$ cat config.mk
export PLATFORM = sky130hd
export DESIGN_NAME = ipv4_dotted_port_parser_unit
export DESIGN_NICKNAME = d
export VERILOG_FILES = /design/src/hw/rtl/idp_pkg.sv /design/src/hw/rtl/ipv4_dotted_port_parser_unit.sv /design/src/hw/rtl/idp_step.sv
export VERILOG_INCLUDE_DIRS = /design/src /design/src/hw/rtl
export SDC_FILE = /design/constraint.sdc
export NUM_CORES = 1
export LEC_CHECK = 0
export ABC_AREA = 1
export BUFFER_PORTS_ARGS = -buffer_cell sky130_fd_sc_hd__buf_2
export CORE_MARGIN = 4
export CORE_UTILIZATION = 40
export CTS_BUF_LIST = sky130_fd_sc_hd__clkbuf_8
export DETAILED_ROUTE_END_ITERATION = 8
export GPL_ROUTABILITY_DRIVEN = 0
export PLACE_DENSITY_LB_ADDON = 0.12
export SYNTH_ARGS = -nofsm -noshare
export SYNTH_HDL_FRONTEND = slang
export SYNTH_SLANG_ARGS = --single-unit
$ cat constraint.sdc
create_clock -name clk -period 4.9 [get_ports clk]
set_input_delay 0.49 -clock clk [delete_from_list [all_inputs] [get_ports clk]]
set_output_delay 0.49 -clock clk [all_outputs]
set_load 0.1 [all_outputs]
$ cat src/hw/rtl/ipv4_dotted_port_parser_unit_macros.svh
// Assertion macros used by the top level of the address parser.
`ifndef IPV4_DOTTED_PORT_PARSER_UNIT_MACROS_SVH
`define IPV4_DOTTED_PORT_PARSER_UNIT_MACROS_SVH

// Checks that the consequent holds in the same cycle as the antecedent.
`define IDP_ASSERT_NOW(lbl, ante, cons, msg) \
  lbl: assert property (@(posedge clk) disable iff (!rst_n) (ante) |-> (cons)) else $error(msg);

// Checks that the consequent holds in the cycle after the antecedent.
`define IDP_ASSERT_NEXT(lbl, ante, cons, msg) \
  lbl: assert property (@(posedge clk) disable iff (!rst_n) (ante) |=> (cons)) else $error(msg);

`endif

$ cat src/hw/rtl/idp_pkg.sv
// Types and constants shared by the address parser modules.
package idp_pkg;

  // ASCII codes that steer the parse.
  localparam logic [7:0] CH_ZERO  = 8'h30;
  localparam logic [7:0] CH_NINE  = 8'h39;
  localparam logic [7:0] CH_DOT   = 8'h2E;
  localparam logic [7:0] CH_COLON = 8'h3A;

  localparam logic [7:0] OCTET_MAX = 8'd255;
  localparam logic [1:0] LAST_IDX  = 2'd3;
  localparam logic [2:0] DOTS_FULL = 3'd3;
  localparam logic [2:0] DOTS_SAT  = 3'd4;

  // Status codes of a result.
  localparam logic [1:0] ST_FIRST_BAD = 2'd0;
  localparam logic [1:0] ST_MALFORMED = 2'd1;
  localparam logic [1:0] ST_VALID     = 2'd2;

  typedef enum logic [1:0] {
    PH_START = 2'd0,
    PH_ADDR  = 2'd1,
    PH_PORT  = 2'd2,
    PH_DONE  = 2'd3
  } phase_t;

  typedef struct packed {
    logic [7:0] char_in;
    logic       last_char;
  } in_t;

  typedef struct packed {
    logic [1:0]  status;
    logic [7:0]  octet_a;
    logic [7:0]  octet_b;
    logic [7:0]  octet_c;
    logic [7:0]  octet_d;
    logic [15:0] port_number;
  } out_t;

  typedef struct packed {
    phase_t          phase;
    logic [3:0][7:0] octets;
    logic [1:0]      idx;
    logic [2:0]      dots;
    logic [15:0]     port;
    logic            first_bad;
  } state_t;

endpackage

$ cat src/hw/rtl/ipv4_dotted_port_parser_unit.sv
// Top level of the dotted address and port parser.
//
//  Channel  Direction  Handshake                 Carries
//  in_      input      in_valid / in_ready       one character and its last mark
//  out_     output     out_valid / out_ready     status, four octets and the port
//
// Each character is captured in an input register and from there passes
// through the per-character step logic, which updates the parse state and, for
// the last character of a string, loads the result register. One character is
// taken per cycle while no last character waits on a stalled result.
// The rate is set by the single step of the parse state, which every character
// must pass in order. A stalled result holds back only the last character of
// the next string; characters before it keep flowing. Reset is synchronous and
// leaves the parser at the start of a string with both registers empty.
`include "ipv4_dotted_port_parser_unit_macros.svh"

module ipv4_dotted_port_parser_unit
  import idp_pkg::*;
(
  input  logic clk,
  input  logic rst_n,
  input  logic in_valid,
  output logic in_ready,
  input  in_t  in_data,
  output logic out_valid,
  input  logic out_ready,
  output out_t out_data
);

  // Input register stage.
  logic   in_valid_r;
  in_t    in_r;

  // Parse state, carried from one character to the next.
  state_t state_r;
  state_t state_nxt;

  // Result register stage.
  logic   out_valid_r;
  out_t   out_r;
  out_t   res_nxt;

  logic   adv;

  // The held character moves on unless it would produce a result while the
  // result register is still occupied and not being drained.
  assign adv      = in_valid_r && (!in_r.last_char || !out_valid_r || out_ready);
  assign in_ready = !in_valid_r || adv;

  idp_step u_step (
    .cur  (state_r),
    .item (in_r),
    .nxt  (state_nxt),
    .res  (res_nxt)
  );

  always_ff @(posedge clk) begin
    if (!rst_n) begin
      in_valid_r <= 1'b0;
    end else if (in_ready) begin
      in_valid_r <= in_valid;
    end
  end

  always_ff @(posedge clk) begin
    if (in_ready && in_valid) begin
      in_r <= in_data;
    end
  end

  always_ff @(posedge clk) begin
    if (!rst_n) begin
      state_r.phase     <= PH_START;
      state_r.octets    <= '0;
      state_r.idx       <= '0;
      state_r.dots      <= '0;
      state_r.port      <= '0;
      state_r.first_bad <= 1'b0;
    end else if (adv) begin
      state_r <= state_nxt;
    end
  end

  always_ff @(posedge clk) begin
    if (!rst_n) begin
      out_valid_r <= 1'b0;
    end else if (adv && in_r.last_char) begin
      out_valid_r <= 1'b1;
    end else if (out_ready) begin
      out_valid_r <= 1'b0;
    end
  end

  always_ff @(posedge clk) begin
    if (adv && in_r.last_char) begin
      out_r <= res_nxt;
    end
  end

  assign out_valid = out_valid_r;
  assign out_data  = out_r;

  // A processed last character always leaves a result waiting.
  `IDP_ASSERT_NEXT(a_last_loads_result, adv && in_r.last_char, out_valid_r, "last character lost its result")
  // After a result the parser is back at the start of a string.
  `IDP_ASSERT_NEXT(a_last_restarts, adv && in_r.last_char, state_r.phase == PH_START, "parse did not restart")
  // A bad first character reports all fields as zero.
  `IDP_ASSERT_NOW(a_first_bad_zero, out_valid_r && (out_r.status == ST_FIRST_BAD), (out_r.octet_a == 8'd0) && (out_r.octet_b == 8'd0) && (out_r.octet_c == 8'd0) && (out_r.octet_d == 8'd0) && (out_r.port_number == 16'd0), "bad first character with data")
  // The dot count saturates.
  `IDP_ASSERT_NOW(a_dots_saturate, 1'b1, state_r.dots <= DOTS_SAT, "dot count overran")

endmodule

$ cat src/hw/rtl/idp_step.sv
// Per-character next-state and result logic of the address parser.
module idp_step
  import idp_pkg::*;
(
  input  state_t cur,
  input  in_t    item,
  output state_t nxt,
  output out_t   res
);

  logic       digit;
  logic [7:0] dval;
  phase_t     ph;
  state_t     s;
  logic       below_max;

  always_comb begin
    digit = (item.char_in >= CH_ZERO) && (item.char_in <= CH_NINE);
    dval  = item.char_in - CH_ZERO;
    s     = cur;
    ph    = cur.phase;

    // A new string starts from a clean slate.
    if (ph == PH_START) begin
      s.octets    = '0;
      s.idx       = '0;
      s.dots      = '0;
      s.port      = '0;
      s.first_bad = 1'b0;
      if (digit) begin
        ph = PH_ADDR;
      end else begin
        s.first_bad = 1'b1;
        ph          = PH_DONE;
      end
    end

    unique case (ph)
      PH_ADDR: begin
        if (digit) begin
          s.octets[s.idx] = (s.octets[s.idx] << 3) + (s.octets[s.idx] << 1) + dval;
        end else if (item.char_in == CH_DOT) begin
          if (s.idx != LAST_IDX) begin
            s.idx = s.idx + 2'd1;
          end
          if (s.dots != DOTS_SAT) begin
            s.dots = s.dots + 3'd1;
          end
          s.octets[s.idx] = '0;
        end else if (item.char_in == CH_COLON) begin
          ph = PH_PORT;
        end else begin
          ph = PH_DONE;
        end
      end
      PH_PORT: begin
        if (digit) begin
          s.port = (s.port << 3) + (s.port << 1) + {8'd0, dval};
        end else begin
          ph = PH_DONE;
        end
      end
      default: begin
      end
    endcase

    if (item.last_char) begin
      ph = PH_START;
    end
    s.phase = ph;
    nxt     = s;

    below_max = (s.octets[0] != OCTET_MAX) && (s.octets[1] != OCTET_MAX) &&
                (s.octets[2] != OCTET_MAX) && (s.octets[3] != OCTET_MAX);
    if (s.first_bad) begin
      res.status = ST_FIRST_BAD;
    end else if (below_max && (s.dots == DOTS_FULL)) begin
      res.status = ST_VALID;
    end else begin
      res.status = ST_MALFORMED;
    end
    res.octet_a     = s.octets[0];
    res.octet_b     = s.octets[1];
    res.octet_c     = s.octets[2];
    res.octet_d     = s.octets[3];
    res.port_number = s.port;
  end

endmodule
After elaboration in Yosys (flattened, before gate mapping)
Cells that the tools add are included.
{"block": "word_totals", "inputBits": 13, "reg_bits": 117, "elab_cells": 94, "output_inout_bits": 52}
{"block": "op_classes", "n_reduce_logical": 18, "mux": 31, "n_addsub": 7, "bitwise": 2, "n_eq_ne": 11, "magnitude_cmp": 6}
{"cell": "$mux W37", "count": 2}
{"cell": "$mux W54", "count": 1}
{"cell": "$and A32 B32 Y32", "count": 1}
{"cell": "$bwmux W32", "count": 1}
{"cell": "$demux W8 S2", "count": 2}
{"cell": "$mux W16", "count": 2}
{"cell": "$mux W32", "count": 1}
{"cell": "$ne A8 B8 Y1 const B", "count": 4}
{"cell": "$not A32 Y32", "count": 1}
{"cell": "$mux W2", "count": 11}
{"cell": "$add A16 B16 Y16", "count": 1}
{"cell": "$add A16 B8 Y16", "count": 1}
{"cell": "$add A8 B8 Y8", "count": 2}
{"cell": "$bmux W8 S2", "count": 1}
{"cell": "$eq A8 B6 Y1 const B", "count": 2}
{"cell": "$mux W8", "count": 2}
{"cell": "$logic_and A1 B1 Y1", "count": 10}
{"cell": "$ge A8 B6 Y1 const B", "count": 1}
{"cell": "$le A8 B6 Y1 const B", "count": 1}
{"cell": "$sub A8 B6 Y8 const B", "count": 1}
{"cell": "$mux W7", "count": 1}
{"cell": "$lt A2 B3 Y1 const B", "count": 2}
{"cell": "$mux W5", "count": 1}
{"cell": "$ge A2 B1 Y1 const B", "count": 2}
{"cell": "other kinds (14)", "count": 21}

Depth between registers and ports, before layout
{"block": "logic_depth", "ltp_word": 24, "depth_mapped": 27, "depth_no_buf": 26}

Modules after synthesis
A second synthesis with hierarchy kept.
{"block": "hier_totals", "cells_unflattened": 1093, "hier_area_um2": 7817.5}
{"mod": "ipv4_dotted_port_parser_unit", "area_each_um2": 4347.9, "cells_per_inst": 441, "seq_area_each_um2": 2932.8, "n_inst": 1}
{"mod": "idp_step", "area_each_um2": 3469.6, "cells_per_inst": 652, "seq_area_each_um2": 0.0, "n_inst": 1}

Least setup slack after synthesis
Ideal clock, no wire load.
{"block": "synth_path", "kind": "reg-to-reg", "startpoint": "reg state_r[55] (netlist name)", "endpoint": "reg out_r, in the netlist out_data[49], data pin", "path_buffers": 2, "synth_period_minus_slack_ps": 3498, "required_ps": 4633, "path_slack_ps": 1402, "path_stages_with_launch": 25, "arrival_ps": 3231, "setup_ps": 267, "cell_sequence": "dfxtp_1 > nor2_4 > buf_6 > buf_2 > nor2_1 > nand2_1 > o21ai_0 > a21oi_1 > xor2_1 > ha_1 > inv_1 > fa_1 > nand3b_1 > nand2_1 > nand2_1 > nand2_1 > nand2_1 > nand2_1 > nand2_1 > nand2_1 > nand4_1 > nor2_1 > nand2_2 > nand2_1 > nor3_1"}
{"element": "start, declared", "line_no": "ipv4_dotted_port_parser_unit.sv:35", "source": "state_t state_r;"}
{"element": "start signal, assigned", "line_no": "ipv4_dotted_port_parser_unit.sv:80", "source": "state_r <= state_nxt;"}
{"element": "end signal, assigned", "line_no": "ipv4_dotted_port_parser_unit.sv:96", "source": "out_r <= res_nxt;"}
{"element": "end, declared", "line_no": "ipv4_dotted_port_parser_unit.sv:40", "source": "out_t out_r;"}

==> impl_metrics.tcl <==
set metrics [dict create \
    dr.pass1.iters 5 \
    drive_gt1_share_pct 14.60 \
    leakage_nw 4.034 \
    critical_path.most_common_cell "nand2_1" \
    fin_util_pct 45.49 \
    syn_to_final_growth_pct 12.18 \
    crit_path_cell_trace "nor2_4 > nor2_2 > nand2_1 > o22ai_1 > a21oi_1 > xor2_1 > ha_1 > inv_1 > fa_1 > xor2_1 > nor2_1 > a21oi_1 > o21ai_0 > nand3_1 > nor2_1 > nand2_1 > nand2_1 > nor3_1" \
    p_clk_share_pct 40.9 \
    layout_common_cells "nand2_1, inv_1, nor2_1" \
    drt_iter0_drc 517 \
    crit_required_ns 5.09 \
    ys_seq_elements 117 \
    clockRootBuffer "clkbuf_8" \
    path_max_fanout 12 \
    io_pins 65 \
    die_w_um 143.0 \
    seq_power_share_pct 45.8 \
    netlist_instances 964 \
    grt_pass1_wl_mm 31.90 \
    synthesis.nets 1021 \
    dieArea_um2 20430 \
    skew_ns 0.009169 \
    fp-row-count 49 \
    core-area_um2 17960 \
    antenna_found_initial 0 \
    port-buffer-count 64 \
    nFillCells 1827 \
    drt_wl_total_mm 19.80 \
    status "finished, final reports clean" \
    placed_cell_area_um2 7750 \
    fp.dieH_um 143.0 \
    synth_ff_type "edfxtp_1" \
    synth.avg_cell_area_um2 7.557 \
    p_sw_share_pct 28.60 \
    yosysSeqAreaShare_pct 40.26 \
    worstMarginPinSlew_ns 1.042 \
    dp.cells 1231 \
    wl_per_cell_um 15.68 \
    rsz0062_at_grt "false" \
    end_kind "register" \
    synthDistinctLibCells 47 \
    p_sw_mw 0.6790 \
    start_kind "register" \
    pwr-share-comb_pct 13.3 \
    cts_setup_buffers 0 \
    synth_edf_count 59 \
    max_slew_margin_pct 30.52 \
    diodes 0 \
    fmax_mhz 220.7 \
    postRouteAntennaNets 0 \
    cts.sinks 117 \
    gr-total-overflow 0 \
    multi_input_area_um2 3530 \
    min_path_type "input pin to register" \
    maxCapViolCount 0 \
    cts_resized 0 \
    initial_utilization_pct 40.55 \
    clock_latency_ns 0.45 \
    p_per_area_nw_per_um2 290.5 \
    cp_slowest_cell "dfxtp_1" \
    holdBufCountCts 0 \
    async_flop_share_pct 0 \
    worst-setup-path-type "register to register" \
    hold_ws_ns 0.2086 \
    final_common_cell "nand2_1" \
    cpPeakStageDelay_ns 0.56 \
    cts_max_level 4 \
    cts_made_buffers 17 \
    setup_viol 0 \
    grt.total_usage_pct 19.99 \
    nNetsFinal 1078 \
    via_count 6354 \
    post-route-min-period_ns 4.530 \
    p_int_mw 1.695 \
    route.detailed.drc 0 \
    grt_max_degree 54 \
    netlist_area_um2 7284 \
    viasPerCell 5.031 \
    yosysWarnings 0 \
    setup_tns_ns 0 \
    final_cell_area_um2 8172 \
    stdcell_count 1263 \
    grt_pass1_vias 5853 \
    worst_ep_arrival_time_ns 4.72 \
    clk_transition_reported_paths_ns 0.08 \
    path_buf_inv 1 \
    cts_tree "yes" \
    fin_crit_sh_pct 92.45 \
    cp_top_family "simple AND/OR/NAND/NOR gates" \
    slew_violations 0 \
    regArea_um2 2933 \
    clock_path_buffers 2 \
    detailed_place_hpwl_mm 14.46 \
    irDropWorstVdd_uv 160.2 \
    finalHoldViolCount 0 \
]
## per-layer routing
metal  GRT usage (%)  up-vias  wire, µm
li1                -     3222         -
met1           28.41     2893      9440
met2           30.14      198      8667
met3           4.052       41      1131
met4           7.354        0       563
met5               0        -         0
## synth_stat cells, types with 2 or more instances
master    instances  area [µm²]
inv_1           157       589.3
o21ai_0          83       415.4
o21bai_1          4       30.03
a31oi_1           5       31.28
nand2_2          18       112.6
buf_6             5       56.30
edfxtp_1         59        1772
nor2_4            3       33.78
a21oi_1          69       345.3
inv_2             6       22.52
buf_1             3       11.26
xnor2_1           3       26.28
nand3_2           4       40.04
a21oi_4           2       32.53
ha_1             35       437.9
nand4_1           7       43.79
nor3_1            4       20.02
buf_2             4       20.02
xor2_1           13       113.9
a21o_1            2       15.01
fa_1              9       180.2
nand3b_1          2       15.01
nor2_2            4       25.02
nand3_1          54       270.3
nand2_4           5       56.30
o22ai_1           2       12.51
nand2_1         208       780.8
clkinv_1          3       11.26
o21ai_1           4       20.02
o211ai_1          4       30.03
dfxtp_1          58        1161
o21a_1            4       30.03
clkbuf_1         17       63.81
nor2_1           91       341.6
## logic make-up after synthesis
logic type	Yosys count	synth area share, %
buffers and inverters	200	11.37
and+or+nand+nor	401	23.96
AOI/OAI and AO/OA	186	14.00
xor gates and xnor gates	16	1.924
adders and majority gates	44	8.485
DFF	117	40.26
## path summary, 6_finish.rpt
| check | from | end | slack [ns] | depth (start not counted) |
|---|---|---|---|---|
| setup / recovery | state_r[55]$_SDFFE_PN0P_ | out_data[49]$_SDFFCE_PP0P_ | 0.37 | 18 |
| hold / removal | in_data[5] | in_r[5]$_DFFE_PP_ | 0.21 | 1 |
| setup reg to reg | state_r[55]$_SDFFE_PN0P_ | out_data[49]$_SDFFCE_PP0P_ | 0.37 | 18 |
| hold reg to reg | state_r[21]$_SDFFE_PN0P_ | state_r[21]$_SDFFE_PN0P_ | 0.50 | 2 |
## flip-flops by register name, summed over array words and instances (netlist names)
register    flops
state_r        56
out_data       50
in_r            9
in_valid_r      1
out_valid       1
## power by group through the flow
stage	Combinational [mW]	Clock, mW	Sequential, mW
after detailed placement	0.313	0	1.11
after global routing	0.350	1.04	1.09
after floorplan	0.195	0	1.15
final	0.315	0.970	1.09
after global placement	0.314	0	1.11
after CTS	0.315	0.995	1.09
## through the flow
stage	setup WS, ns	total power, mW
6_report	0.3699	2.374
5_1_grt	0.1362	2.484
2_1_floorplan	1.402	1.346
3_5_place_dp	0.4707	1.423
4_1_cts	0.4391	2.398
3_3_place_gp	0.5629	1.423
## layout make-up
class	count	share of cell area (%)
sequential	117	35.89
clock inverter	15	2.297
multi-input combinational	647	43.19
timing repair buffer	69	4.379
clock buffer	17	2.863
tap	229	3.506
inverter	169	7.870
(Power assumes the default switching activity.)
